`config.mk`:
```
export PLATFORM = sky130hd
export DESIGN_NAME = deq_ctrl
export DESIGN_NICKNAME = d
export VERILOG_FILES = /design/src/deq_pkg.sv /design/src/deq_ctrl.sv
export SDC_FILE = /design/constraint.sdc
export NUM_CORES = 1
export LEC_CHECK = 0
export BUFFER_PORTS_ARGS = -buffer_cell sky130_fd_sc_hd__buf_4
export CAP_MARGIN = 20
export CORE_ASPECT_RATIO = 1.1
export CORE_MARGIN = 4
export CORE_UTILIZATION = 55
export CTS_BUF_LIST = sky130_fd_sc_hd__clkbuf_4
export CTS_CLUSTER_DIAMETER = 80
export DETAILED_ROUTE_END_ITERATION = 8
export GPL_TIMING_DRIVEN = 0
export HOLD_SLACK_MARGIN = 0.15
export PLACE_DENSITY_LB_ADDON = 0.3
export SETUP_SLACK_MARGIN = 0.05
export SLEW_MARGIN = 40
export SYNTH_ARGS = -nofsm -noshare
export SYNTH_HDL_FRONTEND = slang
export SYNTH_SLANG_ARGS = --single-unit
export TNS_END_PERCENT = 50
```
`constraint.sdc`:
```
create_clock -name clk_i -period 4.4 [get_ports clk_i]
set_clock_uncertainty 0.2 [all_clocks]
set_input_delay 0.22 -clock clk_i [delete_from_list [all_inputs] [get_ports clk_i]]
set_output_delay 0.22 -clock clk_i [all_outputs]
set_load 0.01 [all_outputs]
```
`src/deq_pkg.sv`:
```
`timescale 1ns / 1ps

package deq_pkg;

  // Default sizes of the store.
  localparam int DepthDefault     = 256;
  localparam int DataWidthDefault = 32;

  // Fixed field widths on the streams.
  localparam int OpcodeW = 4;
  localparam int ValueW  = 32;
  localparam int CountW  = 9;
  localparam int StatusW = 2;

  // Stream widths: slave tdata carries value, slave tuser carries opcode.
  localparam int SDataW = 32;
  localparam int SUserW = OpcodeW;
  // Master tdata: read_data, element_count, padded to whole bytes.
  localparam int MDataW = 48;
  // Master tuser: iter_off_end, status.
  localparam int MUserW = 1 + StatusW;

  // Request opcodes.
  localparam logic [OpcodeW-1:0] OP_PUSH_FRONT = 4'd0;
  localparam logic [OpcodeW-1:0] OP_PUSH_BACK  = 4'd1;
  localparam logic [OpcodeW-1:0] OP_POP_FRONT  = 4'd2;
  localparam logic [OpcodeW-1:0] OP_POP_BACK   = 4'd3;
  localparam logic [OpcodeW-1:0] OP_READ_FRONT = 4'd4;
  localparam logic [OpcodeW-1:0] OP_READ_BACK  = 4'd5;
  localparam logic [OpcodeW-1:0] OP_ITER_START = 4'd6;
  localparam logic [OpcodeW-1:0] OP_ITER_NEXT  = 4'd7;
  localparam logic [OpcodeW-1:0] OP_ITER_READ  = 4'd8;

  // Result status codes.
  localparam logic [StatusW-1:0] ST_OK      = 2'd0;
  localparam logic [StatusW-1:0] ST_EMPTY   = 2'd1;
  localparam logic [StatusW-1:0] ST_FULL    = 2'd2;
  localparam logic [StatusW-1:0] ST_OFF_END = 2'd3;

  // Everything about a result except the word read from the store.
  typedef struct packed {
    logic               use_mem;
    logic [CountW-1:0]  count;
    logic               off_end;
    logic [StatusW-1:0] status;
  } deq_result_t;

endpackage

```
`src/deq_ctrl.sv`:
```
`timescale 1ns / 1ps

module deq_ctrl #(
  parameter int DEPTH      = deq_pkg::DepthDefault,
  parameter int DATA_WIDTH = deq_pkg::DataWidthDefault,
  localparam int AW        = $clog2(DEPTH),
  localparam int CW        = $clog2(DEPTH + 1)
) (
  input  logic                          clk_i,
  input  logic                          rst_ni,
  input  logic                          accept_i,
  input  logic [deq_pkg::OpcodeW-1:0]   opcode_i,
  input  logic [deq_pkg::ValueW-1:0]    value_i,
  output logic                          mem_we_o,
  output logic                          mem_re_o,
  output logic [AW-1:0]                 mem_addr_o,
  output logic [DATA_WIDTH-1:0]         mem_wdata_o,
  output deq_pkg::deq_result_t          result_o
);

  localparam int SW = CW + 1;

  logic [AW-1:0] front_q, front_d;
  logic [CW-1:0] count_q, count_d;
  logic [AW-1:0] iter_q, iter_d;
  logic          iter_valid_q, iter_valid_d;

  logic [AW-1:0] front_nx, front_pv, iter_nx, tail, back;
  logic [SW-1:0] sum_tail, sum_back;
  logic          full, empty;
  logic [deq_pkg::StatusW-1:0] status;
  logic          use_mem;

  function automatic logic [AW-1:0] next_slot(input logic [AW-1:0] i);
    return (i == AW'(DEPTH - 1)) ? '0 : i + 1'b1;
  endfunction

  function automatic logic [AW-1:0] prev_slot(input logic [AW-1:0] i);
    return (i == '0) ? AW'(DEPTH - 1) : i - 1'b1;
  endfunction

  assign full     = (count_q == CW'(DEPTH));
  assign empty    = (count_q == '0);
  assign front_nx = next_slot(front_q);
  assign front_pv = prev_slot(front_q);
  assign iter_nx  = next_slot(iter_q);

  // Ring positions of the slot after the back and of the back itself.
  assign sum_tail = SW'(front_q) + SW'(count_q);
  assign sum_back = sum_tail - 1'b1;
  assign tail     = (sum_tail >= SW'(DEPTH)) ? AW'(sum_tail - SW'(DEPTH)) : AW'(sum_tail);
  assign back     = (sum_back >= SW'(DEPTH)) ? AW'(sum_back - SW'(DEPTH)) : AW'(sum_back);

  assign mem_wdata_o = DATA_WIDTH'($signed(value_i));

  always_comb begin
    front_d      = front_q;
    count_d      = count_q;
    iter_d       = iter_q;
    iter_valid_d = iter_valid_q;
    mem_we_o     = 1'b0;
    mem_re_o     = 1'b0;
    mem_addr_o   = front_q;
    status       = deq_pkg::ST_OK;
    use_mem      = 1'b0;
    if (accept_i) begin
      case (opcode_i)
        deq_pkg::OP_PUSH_FRONT: begin
          if (full) begin
            status = deq_pkg::ST_FULL;
          end else begin
            front_d    = front_pv;
            count_d    = count_q + 1'b1;
            mem_we_o   = 1'b1;
            mem_addr_o = front_pv;
          end
        end
        deq_pkg::OP_PUSH_BACK: begin
          if (full) begin
            status = deq_pkg::ST_FULL;
          end else begin
            count_d    = count_q + 1'b1;
            mem_we_o   = 1'b1;
            mem_addr_o = tail;
          end
        end
        deq_pkg::OP_POP_FRONT: begin
          if (empty) begin
            status = deq_pkg::ST_EMPTY;
          end else begin
            mem_re_o   = 1'b1;
            mem_addr_o = front_q;
            use_mem    = 1'b1;
            front_d    = front_nx;
            count_d    = count_q - 1'b1;
            if (iter_valid_q && iter_q == front_q) begin
              iter_valid_d = 1'b0;
            end
          end
        end
        deq_pkg::OP_POP_BACK: begin
          if (empty) begin
            status = deq_pkg::ST_EMPTY;
          end else begin
            mem_re_o   = 1'b1;
            mem_addr_o = back;
            use_mem    = 1'b1;
            count_d    = count_q - 1'b1;
            if (iter_valid_q && iter_q == back) begin
              iter_valid_d = 1'b0;
            end
          end
        end
        deq_pkg::OP_READ_FRONT, deq_pkg::OP_READ_BACK: begin
          if (empty) begin
            status = deq_pkg::ST_EMPTY;
          end else begin
            mem_re_o   = 1'b1;
            mem_addr_o = (opcode_i == deq_pkg::OP_READ_FRONT) ? front_q : back;
            use_mem    = 1'b1;
          end
        end
        deq_pkg::OP_ITER_START: begin
          if (empty) begin
            iter_valid_d = 1'b0;
            status       = deq_pkg::ST_EMPTY;
          end else begin
            iter_d       = front_q;
            iter_valid_d = 1'b1;
            mem_re_o     = 1'b1;
            mem_addr_o   = front_q;
            use_mem      = 1'b1;
          end
        end
        deq_pkg::OP_ITER_NEXT: begin
          if (!iter_valid_q) begin
            status = deq_pkg::ST_OFF_END;
          end else if (iter_q == back) begin
            iter_valid_d = 1'b0;
            status       = deq_pkg::ST_OFF_END;
          end else begin
            iter_d     = iter_nx;
            mem_re_o   = 1'b1;
            mem_addr_o = iter_nx;
            use_mem    = 1'b1;
          end
        end
        deq_pkg::OP_ITER_READ: begin
          if (!iter_valid_q) begin
            status = deq_pkg::ST_OFF_END;
          end else begin
            mem_re_o   = 1'b1;
            mem_addr_o = iter_q;
            use_mem    = 1'b1;
          end
        end
        default: begin
        end
      endcase
    end
  end

  always_ff @(posedge clk_i or negedge rst_ni) begin
    if (!rst_ni) begin
      front_q      <= '0;
      count_q      <= '0;
      iter_q       <= '0;
      iter_valid_q <= 1'b0;
    end else begin
      front_q      <= front_d;
      count_q      <= count_d;
      iter_q       <= iter_d;
      iter_valid_q <= iter_valid_d;
    end
  end

  assign result_o.use_mem = use_mem;
  assign result_o.count   = deq_pkg::CountW'(count_d);
  assign result_o.off_end = !iter_valid_d;
  assign result_o.status  = status;

endmodule

```
==> Word level (Yosys, flattened, before mapping) <==
Index checks and enable logic that the tools add are counted.
{ "totals": {"regBits": 26, "input_bits": 39, "out_inout_bits": 55, "elab_cells": 93} }
{ "classes": {"n_addsub": 9, "magnitude_cmp": 2, "eq_ne": 17, "muxes": 47, "reduce_logical": 14} }
{ "ops": {"columns": ["operator", "count"], "rows": [
  ["$mux W8", 18],
  ["$pmux W8 S6", 1],
  ["$pmux W8 S2", 2],
  ["$mux W9", 3],
  ["$sub A8 B1 Y8 const B", 3],
  ["$ge A10 B9 Y1 const B", 2],
  ["$pmux W9 S2", 1],
  ["$add A8 B1 Y8 const B", 2],
  ["$eq A4 B3 Y1 const B", 4],
  ["$eq A8 B8 Y1", 2],
  ["$eq A8 B8 Y1 const B", 2],
  ["$mux W1", 14],
  ["$add A8 B9 Y10", 1],
  ["$mux W2", 5],
  ["$sub A10 B1 Y10 const B", 1],
  ["$add A9 B1 Y9 const B", 1],
  ["$eq A9 B9 Y1 const B", 1],
  ["$logic_not A9 Y1", 1],
  ["$sub A9 B1 Y9 const B", 1],
  ["$eq A4 B2 Y1 const B", 2],
  ["$logic_not A8 Y1", 1],
  ["$ne A2 B2 Y1 const B", 4],
  ["$pmux W2 S4", 1],
  ["$reduce_or A2 Y1", 3],
  ["other kinds (11)", 13]
]} }

==> Logic depth before layout (Yosys ltp) <==
Gate-level depths: netlist (run 1).
{ "depth": {"word_depth": 11, "ltp_mapped": 13, "mapped_depth_nobuf": 12} }

==> Worst setup path before layout (run 1) <==
Ideal clock, no wire load.
{ "synth_path": {"path_type": "flip-flop to output port", "from": "reg front_q[1]", "to": "out result_o[12] (netlist name)", "arrival_time_ns": 3.341, "required_time_ns": 3.980, "setup_slack_ns": 0.639, "path_stages_with_launch": 13, "n_path_buf": 2, "cell_sequence": "dfrtp_1 clkbuf_1 inv_1 fa_1 xnor2_1 nor3b_1 o21ai_0 a2111oi_2 xnor3_1 xor2_1 o211ai_2 a21oi_1 buf_4"} }
{ "synth_between": {"elab_chain_cells": 9, "elab_cells_between_ends": 10, "classes_between": "3 x add/sub; 1 x order compare; 1 x eq/ne; 5 x mux"} }
{ "synth_lines": {"columns": ["item", "line", "source"], "rows": [
  ["from (decl)", "deq_ctrl.sv:23", "logic [AW-1:0] front_q, front_d;"],
  ["from (signal assigned)", "deq_ctrl.sv:170", "front_q <= front_d;"],
  ["$add A8 B9 Y10 (*)", "deq_ctrl.sv:49", "assign sum_tail = SW'(front_q) + SW'(count_q);"],
  ["$sub A10 B1 Y10 (*)", "deq_ctrl.sv:50", "assign sum_back = sum_tail - 1'b1;"],
  ["$sub A8 B1 Y8 / $ge A10 B9 Y1 (equally long branches)", "deq_ctrl.sv:52", "assign back = (sum_back >= SW'(DEPTH)) ? AW'(sum_back - SW'(DEPTH)) : AW'(sum_back);"],
  ["$mux W8 (*)", "deq_ctrl.sv:52", null],
  ["$eq A8 B8 Y1 (*)", "deq_ctrl.sv:138", "end else if (iter_q == back) begin"],
  ["$mux W1 (*) (2 in series)", null, null],
  ["$pmux W1 S3 (*)", null, null],
  ["$mux W1 (*)", null, null],
  ["to (decl)", "deq_ctrl.sv:18", "output deq_pkg::deq_result_t result_o"]
]} }
Every way passes the cells marked *; elsewhere a longest branch is shown, timed or not.

==> Worst setup path after layout (run 1) <==
{ "layout_path": {"from": "reg front_q[3]", "to": "out mem_addr_o[1]"} }
{ "layout_between": {"elab_chain_cells": 9, "elab_cells_between_ends": 19, "classes_between": "3 x add/sub; 2 x order compare; 1 x eq/ne; 12 x mux; 1 x reduce/logical"} }
{ "layout_lines": {"columns": ["item", "line", "source"], "rows": [
  ["$add A8 B9 Y10", "deq_ctrl.sv:49", null],
  ["$sub A10 B1 Y10", "deq_ctrl.sv:50", null],
  ["$sub A8 B1 Y8 / $ge A10 B9 Y1 (equally long branches)", "deq_ctrl.sv:52", null],
  ["$mux W8", "deq_ctrl.sv:52", null],
  ["$eq A8 B8 Y1", "deq_ctrl.sv:138", null],
  ["$mux W8", "deq_ctrl.sv:138", null],
  ["$mux W8", "deq_ctrl.sv:136", "if (!iter_valid_q) begin"],
  ["$pmux W8 S6 (*)", "deq_ctrl.sv:67", "case (opcode_i)"],
  ["$mux W8 (*)", "deq_ctrl.sv:66", "if (accept_i) begin"],
  ["to (decl)", "deq_ctrl.sv:16", "output logic [AW-1:0] mem_addr_o,"]
]} }
Marked as above.

==> results of run 1 <==
worst paths after layout:
kind / startpoint / endpoint / slack [ns]
setup / recovery: front_q[3]$_DFFE_PN0P_ / mem_addr_o[1] / 0.1
hold / removal: accept_i / count_q[8]$_DFF_PN0_ / 0.25
setup reg to reg: front_q[3]$_DFFE_PN0P_ / iter_q[6]$_DFFE_PN0P_ / 0.68
hold reg to reg: count_q[5]$_DFF_PN0_ / count_q[5]$_DFF_PN0_ / 0.44
max in group asynchronous: rst_ni / front_q[3]$_DFFE_PN0P_ / 3.18
min in group asynchronous: rst_ni / count_q[5]$_DFF_PN0_ / 0.65
placed cells by master (no fill, tap or decap), types with 10 or more instances in the layout:
master | Yosys | routed
xor2_1 | 19 | 16
xnor2_1 | 13 | 11
o21ai_0 | 34 | 32
ha_1 | 14 | 10
o21ai_1 | 8 | 10
nor3_1 | 17 | 16
dfrtp_1 | 26 | 21
nand2_1 | 51 | 51
a21oi_1 | 47 | 42
nand3_1 | 23 | 23
clkbuf_1 | 26 | 25
inv_1 | 28 | 27
nor2_1 | 47 | 47
buf_4 | 33 | 113
worst max-delay path: cells and delay by family (launching register included):
family	cells	cell delay (ns)
xor gates and xnor gates	2	0.65
and+or+nand+nor	2	0.54
AOI/OAI and AO/OA	5	1.29
adders and majority gates	1	0.28
buffers and inverters	2	0.30
DFF	1	0.47
stage by stage:
| stage | area, um2 | util (%) | worst slack (ns) | hold slack (ns) |
|---|---|---|---|---|
| final | 4876 | 72.66 | 0.09882 | 0.2527 |
| after global routing | 4876 | 72.66 | 0.03231 | 0.3215 |
| after CTS | 4563 | 68.00 | 0.06010 | 0.2677 |
| after detailed placement | 4392 | 65.45 | -0.1098 | -0.03606 |
| after global placement | 4392 | 65.45 | -0.06450 | -0.04292 |
| after floorplan | 3846 | - | 0.6390 | -0.2756 |
power by group through the flow:
stage | combinational [uW] | sequential [uW] | clock (uW)
finish | 2950 | 469 | 122
floorplan | 1700 | 422 | 0
CTS | 2420 | 455 | 120
detailed placement | 2260 | 470 | 0
global placement | 2210 | 468 | 0
global route | 3140 | 478 | 129
sequential cells by signal, indices dropped and copies added (netlist names), named ones only:
| name | count |
|---|---|
| count_q | 9 |
| front_q | 8 |
| iter_q | 8 |
cells by family after synthesis:
group / Yosys count / share of synthesized area (%)
simple gates: 185 / 23.16
flops: 26 / 16.92
mux: 5 / 1.334
xor+xnor: 36 / 9.662
fa+ha+maj: 15 / 5.075
buf+inv: 94 / 12.69
compound gates: 178 / 31.16
area by class of cell:
class	count	area (um2)
Inverter	29	112.6
Multi-Input combinational cell	419	2928
Clock buffer	3	22.52
Tap cell	82	102.6
Clock inverter	1	3.754
Buffer	65	386.6
Timing Repair Buffer	85	663.1
Fill cell	542	1834
Sequential cell	26	656.9
repair_timing:
item                                    in CTS  in global routing
resized for setup                           13                 34
hold buffers                                 3                  0
gates cloned                                 0                  1
endpoints found under the setup margin      13                 13
setup buffers                                7                 15
pin swaps                                    2                 14
hold endpoints to repair                    26                  0
layer usage:
layer / track usage, % / wire length (um)
met5: 0 / 0
met2: 51.95 / 6857
met1: 39.61 / 5242
met3: 3.082 / 1171
met4: 15.35 / 745
==> flow_summary.toml, run 1 <==
[cts]
cts_made_buffers = 3
path_clk_slew_ns = 0.18
worstSkewPairLatency_ns = 0.35
cts_num_sinks = 26
clockBufferDepth = 2
cts_root_buf = "clkbuf_4"
cts_tree = "done"
htree_levels = 1

[pwr]
power_density_nw_per_um2 = 726.9
power_switching_uw = 1855
pwr-share-seq_pct = 13.2
finalPower_uw = 3544
pwr-share-comb_pct = 83.3
peakVddDrop_mv = 0.7335
p_int_uw = 1689
p_leak_uw = 0.002090
p_sw_share_pct = 52.35
p_clk_share_pct = 3.4

[detailed_routing]
avgViaCountPerCell = 6.525
vias = 4633
wl_per_cell_um = 19.74
drtPass1Iterations = 5
wl_um = 14020
ant_nets = 0
first_iter_violations = 524
drc = 0

[sta]
worst_slew_pin_slew_ns = 0.8137
slew_headroom_pct = 45.57
period_share_pct = 97.75
setup_violations = 0
hold_violations = 0
rsz0062_at_grt = "no"
fmax_mhz = 232.5
drv_slew = 0
finalSetupTns_ns = 0
min_period_ns = 4.301

[floorplan]
core_um2 = 6710
rows = 31
die_x_um = 87.73
die_y_um = 95.71
start_util_pct = 57.32
dieArea_um2 = 8396
num_io_pins = 94

[yosys]
synth_cells = 539
synth_top_area_share_pct = 16.92
synth_area_um2 = 3846
ys.flop_type = "dfrtp_1"
synth_warnings = 0
synth_fp_nets = 593
yosysSeqAreaShare_pct = 16.92
synth.distinct_cells = 72
syn_area_per_cell_um2 = 7.136
synth_area_leaders = "dfrtp_1 (17%), buf_4 (6.4%), a21oi_1 (6.1%), nand2_1 (5.0%), nor2_1 (4.6%)"
synth_edf_count = 0
ys_async_sr_fraction_pct = 100.0
ys_seq_elements = 26
synth_most_common_cell = "nand2_1"
synth_top_cell_by_area = "dfrtp_1"
synthTopCellsByCount = "nand2_1 (51), a21oi_1 (47), nor2_1 (47)"

[grt]
grt_pass1_wl_um = 20480
antenna_found_initial = 0
grt_max_degree = 27
grtUsageTotal_pct = 31.00
overflow = 0
grt_pass1_vias = 4192

[placed_design]
place_hpwl_um = 10420
gp_congestion = 0.9302
io_buffers = 59
dp.cells = 680

[cells_and_area]
diodes = 0
stdcell_count = 710
layout.nets = 683
area_delta_synth_final_pct = 26.77
drive_above_1_share_pct = 28.03

[worst_setup_path]
end_kind = "primary output"
cp_max_fo = 6
crit_path_max_incr_delay_ns = 0.47
cp.required_ns = 3.98
crit_chain = "ha_4 -> and2_4 -> a221o_1 -> or3_4 -> a2111oi_4 -> xnor3_2 -> xor2_4 -> o21ai_4 -> buf_6 -> o21ai_1 -> a2bb2oi_2 -> buf_4"
cp_slowest_cell = "dfrtp_2"
start_kind = "flip-flop"
worstSetupPathType = "reg -> out"
ff2ff_path_depth = 11
cp.arrival_ns = 3.88

[hold_path]
hold_class = "in -> reg"
min_path_cells = 5

[outcome]
outcome = "finished clean"

[job]
drv_cap = 0
No activity file was read; power rests on OpenSTA's default activity.
==> inputs of run 2 (changes only) <==
CORE_MARGIN = 2   (was 4)
==> run 2 against run 1 <==
Net effect: global-route usage grew 3.4 points; clock power rose by 55%; worst setup slack better by 0.043 ns; critical endpoint unchanged; largest cell class unchanged; largest power group unchanged.
==> flow_summary.toml, run 2 (same netlist as run 1, synthesis figures left out) <==
[sta]
rsz0062_at_grt = "yes"
fin_ws_ns = 0.1418
period_share_pct = 96.78
drv_slew = 0
fmax_mhz = 234.8
hold_violations = 0
min_period_ns = 4.258
worst_slew_pin_slew_ns = 0.7920
slew_headroom_pct = 47.02
holdWs_ns = 0.2698
setup_violations = 0

[outcome]
outcome = "finished clean"

[worst_setup_path]
cp.depth = 14
crit_chain = "ha_4 -> inv_2 -> fa_2 -> nand2b_4 -> a21oi_4 -> xor2_4 -> a2111oi_4 -> xnor3_2 -> xor2_4 -> o21ai_4 -> buf_6 -> o21ai_1 -> a2bb2oi_2 -> buf_4"
path_delay_family = "compound AO/OA/AOI/OAI gates"
crit_path_max_incr_delay_ns = 0.49
crit_start = "count_q[0]$_DFF_PN0_"
cp.required_ns = 3.98
r2r-end = "iter_q[6]$_DFFE_PN0P_"
worstReg2RegStart = "count_q[0]$_DFF_PN0_"
path_common_cell = "xor2_4"
end_kind = "primary output"
cp.arrival_ns = 3.84
cp_max_fo = 6
critical_path.endpoint = "mem_addr_o[1]"
cp.buffers_inverters = 3
cp_slowest_cell = "dfrtp_2"
worstSetupPathType = "reg -> out"
start_kind = "flip-flop"
ff2ff_path_depth = 13
rrSetupSlack_ns = 0.71

[detailed_routing]
wl_met2_um = 7222
wl_um = 14390
drtPass1Iterations = 5
routed.top_layer = "met4"
ant_nets = 0
route.met3.wl_um = 1068
drc = 0
first_iter_violations = 466
wl_per_cell_um = 20.32
vias = 4601
avgViaCountPerCell = 6.499
wl_met1_um = 5414

[grt]
grtUsageTotal_pct = 34.42
grt_pass1_vias = 4353
grt_pass1_wl_um = 21550
overflow = 0
antenna_found_initial = 0
grt_max_degree = 27

[job]
drv_cap = 0

[cells_and_area]
multi_input_area_um2 = 2957
layout_commonest_cell = "buf_4"
layout.nets = 681
largest-register = "count_q"
top_regs = "count_q: 9 flops, front_q: 8 flops, iter_q: 8 flops"
regArea_um2 = 655.6
drive_above_1_share_pct = 28.43
area_delta_synth_final_pct = 28.20
final_cell_mix = "buf_4 (108), nand2_1 (51), nor2_1 (46)"
largest_reg_flops = 9
diodes = 0
fillers = 531

[floorplan]
core_um2 = 6671
dieArea_um2 = 7678
die_x_um = 83.73
num_io_pins = 94
die_y_um = 91.71
rows = 31
start_util_pct = 57.65

[placed_design]
place_hpwl_um = 10190
io_buffers = 59
pre_cts_slack_ns = -0.2452
gp_congestion = 0.9207

[pwr]
peakVddDrop_mv = 0.6625
p_leak_uw = 0.002101
power_density_nw_per_um2 = 748.0

[cts]
path_clk_slew_ns = 0.19
htree_levels = 1
clockBufferDepth = 2
cts_root_buf = "clkbuf_4"
cts_num_sinks = 26
worstSkewPairLatency_ns = 0.35
cts_made_buffers = 3
cts_tree = "done"

[hold_path]
hold_class = "in -> reg"
## run 2: changes by cell type in the layout (fill, tap and decap cells not counted), sizes merged
cell,previous run,this run
inv,27,28
buf,123,121
clkinv,2,1
clkinvlp,1,0
bufinv,0,1
## run 2: layout make-up
| class | count | area share (%) |
|---|---|---|
| well taps | 82 | 2.081 |
| clock inverters | 1 | 0.6090 |
| flip-flops and latches | 26 | 13.30 |
| multi-input cells | 419 | 59.96 |
| inverters | 29 | 2.208 |
| plain buffers | 65 | 7.841 |
| repair buffers | 83 | 13.55 |
| clock buffers | 3 | 0.4567 |
## run 2: power by group
group / internal, uW / switching [uW] / total (uW)
logic: 1330 / 1700 / 3030
registers: 337 / 134 / 471
clock network: 91.9 / 96.8 / 189
## run 2: routing by layer
| metal | vias to the layer above | GRT usage, % |
|---|---|---|
| li1 | 2095 | - |
| met1 | 2162 | 42.08 |
| met2 | 279 | 59.53 |
| met3 | 65 | 4.770 |
| met4 | 0 | 16.26 |
| met5 | - | 0 |
## run 2: metrics by stage
| stage | instance area [um2] | util, % | setup TNS (ns) | power [uW] | std cells |
|---|---|---|---|---|---|
| final | 4931 | 73.91 | 0 | 3688 | 708 |
| after CTS | 4641 | 69.56 | 0 | 3122 | 696 |
| after detailed placement | 4395 | 65.89 | -1.341 | 2741 | 680 |
| after floorplan | 3846 | - | 0 | 2122 | 539 |
| after global routing | 4931 | 73.91 | 0 | 3901 | 708 |
| after global placement | 4392 | 65.83 | -1.190 | 2714 | 680 |
## run 2: worst min-delay path, cell delays in order
cell and delay [ns]:
clkbuf_1 0.18, nand2_1 0.13, nor3_1 0.06, a21oi_1 0.11, o22ai_1 0.10
## run 2: timing repair
action / CTS / global route
setup endpoints to repair: 14 / 13
pin swaps: 3 / 18
hold buffers: 3 / 0
resized for setup: 16 / 40
setup buffers: 9 / 11
cloned: 0 / 1
hold endpoints to repair: 26 / 0
## run 2: how the worst min path moves through the flow
| stage | end | cells past startpoint | slack [ns] | from |
|---|---|---|---|---|
| after global routing | flip-flop | 5 | 0.31 | accept_i |
| after global placement | front_q[4]$_DFFE_PN0P_ | 1 | -0.03 | rst_ni |
| after CTS | flip-flop | 5 | 0.26 | accept_i |
| final | count_q[8]$_DFF_PN0_ | 5 | 0.27 | accept_i |
| after detailed placement | front_q[4]$_DFFE_PN0P_ | 1 | -0.03 | rst_ni |
| after floorplan | async pin | 0 | -0.28 | rst_ni |
==> inputs of run 3 (changes only) <==
CORE_UTILIZATION = 25   (was 55)
PLACE_DENSITY_LB_ADDON = unset   (was 0.3)
==> run 3 against run 2 <==
Net effect: utilization is 40 points lower; worst setup slack worse by 0.087 ns; global-route usage is 18 points lower; wire length is 2.2% lower; critical path depth stayed put; count of clock-buffer cells in the layout stayed put; flip-flop and latch count stayed put; hold slack worse by 0.037 ns; critical path type unchanged; highest routed layer unchanged.
==> flow_summary.toml, run 3 (same netlist as run 1, synthesis figures left out) <==
[worst_setup_path]
worstSetupPathType = "reg -> out"
ff2ff_path_depth = 13
crit_chain = "ha_2 -> inv_2 -> fa_2 -> xnor2_4 -> nor3b_2 -> o21ai_2 -> a2111oi_4 -> xnor3_2 -> xor2_4 -> o21ai_4 -> buf_6 -> o21ai_2 -> a21oi_1 -> buf_4"
crit_path_max_incr_delay_ns = 0.45
crit_start = "front_q[0]$_DFFE_PN0P_"
cp.arrival_ns = 3.93
r2r-end = "iter_q[4]$_DFFE_PN0P_"
end_kind = "primary output"
cp.required_ns = 3.98
cp_slowest_cell = "dfrtp_1"
cp_max_fo = 6
path_common_cell = "o21ai_2"
critical_path.endpoint = "result_o[0]"
worstReg2RegStart = "front_q[0]$_DFFE_PN0P_"
start_kind = "flip-flop"
rrSetupSlack_ns = 0.60

[floorplan]
core_um2 = 15050
rows = 47
die_x_um = 122.3
dieArea_um2 = 16390
die_y_um = 134.1
num_io_pins = 94
start_util_pct = 25.55

[hold_path]
min_path_cells = 5
hold_class = "in -> reg"

[cts]
worstSkewPairLatency_ns = 0.36
cts_made_buffers = 3
cts_root_buf = "clkbuf_4"
htree_levels = 1
path_clk_slew_ns = 0.16
cts_tree = "done"
clockBufferDepth = 2
cts_num_sinks = 26

[sta]
holdWs_ns = 0.2330
drv_slew = 0
hold_violations = 0
setup_violations = 0
rsz0062_at_grt = "yes"
min_period_ns = 4.346
period_share_pct = 98.76
worst_slew_pin_slew_ns = 0.7484
slew_headroom_pct = 49.93
fmax_mhz = 230.1

[job]
drv_cap = 0

[detailed_routing]
wl_um = 14070
drc = 0
drtPass1Iterations = 5
first_iter_violations = 442
vias = 4424
wl_per_cell_um = 17.05
ant_nets = 0
avgViaCountPerCell = 5.362

[placed_design]
io_buffers = 59
place_hpwl_um = 10500
postPlaceCellArea_um2 = 4538
gp_congestion = 0.9351

[cells_and_area]
finalInstanceArea_um2 = 5047
fillers = 1636
area_delta_synth_final_pct = 31.23
largest_reg_flops = 9
largest-register = "count_q"
multi_input_area_um2 = 2942
drive_above_1_share_pct = 28.62
layout_commonest_cell = "buf_4"
layout.nets = 684
diodes = 0
final_cell_mix = "buf_4 (112), nand2_1 (51), nor2_1 (46)"
top_regs = "count_q: 9 flops, front_q: 8 flops, iter_q: 8 flops"
regArea_um2 = 656.9

[grt]
grt_max_degree = 27
grt_pass1_wl_um = 21780
grtUsageTotal_pct = 16.70
overflow = 0
antenna_found_initial = 0
grt_pass1_vias = 4035

[pwr]
p_leak_uw = 0.002104
finalPower_uw = 3513
power_density_nw_per_um2 = 695.9
peakVddDrop_mv = 0.3057

[outcome]
outcome = "finished clean"
[run 3: worst min path at each step]
stage,to,slack [ns],start
2_1_floorplan,async pin,-0.28,rst_ni
5_1_grt,flip-flop,0.27,accept_i
3_3_place_gp,iter_q[3]$_DFFE_PN0P_,-0.03,rst_ni
6_report,flip-flop,0.23,accept_i
3_5_place_dp,iter_q[3]$_DFFE_PN0P_,-0.03,rst_ni
4_1_cts,flip-flop,0.22,accept_i
[run 3: power breakdown]
group	internal, uW	switching [uW]
Clock	33.6	86.8
Combinational	1310	1610
Sequential	338	134
Total	1680	1830
[run 3: worst max-delay path, delay by kind of cell (launching register included)]
kind	cells	cell delay (ns)
xor+xnor	3	0.78
buf+inv	3	0.37
compound gates	5	1.05
simple gates	1	0.25
fa+ha+maj	2	0.65
flops	1	0.45
[run 3: cell type report]
type                       instances  area share, %
multi-input combinational        419          58.28
timing repair buffer              86          13.44
sequential                        26          13.01
buffer                            65          7.734
tap                              196          4.859
inverter                          29          2.157
clock buffer                       3         0.4462
clock inverter                     1        0.07437
[run 3: repair_timing]
item / CTS / global route
setup endpoints to repair: 19 / 13
buffers inserted: 9 / 14
hold buffers: 3 / 0
resized for setup: 27 / 23
endpoints found under the hold margin: 26 / 0
cloned: 1 / 0
pin swaps: 7 / 14
[run 3: metal layers]
layer | wire length (um) | global-route usage, % | vias to the layer above
met2 | 6694 | 27.38 | 192
met3 | 842 | 2.849 | 33
li1 | - | - | 2103
met5 | 0 | 0 | -
met4 | 355 | 3.768 | 0
met1 | 6176 | 22.84 | 2096
[run 3: through the flow]
step           cells  util [%]  worst slack, ns  setup TNS, ns
2_1_floorplan    539         -           0.6390              0
3_3_place_gp     794     30.12          -0.3200         -1.780
3_5_place_dp     794     30.14          -0.2849         -2.398
4_1_cts          811     32.11          0.05535              0
5_1_grt          825     33.53          -0.1180         -1.108
6_report         825     33.53          0.05445              0
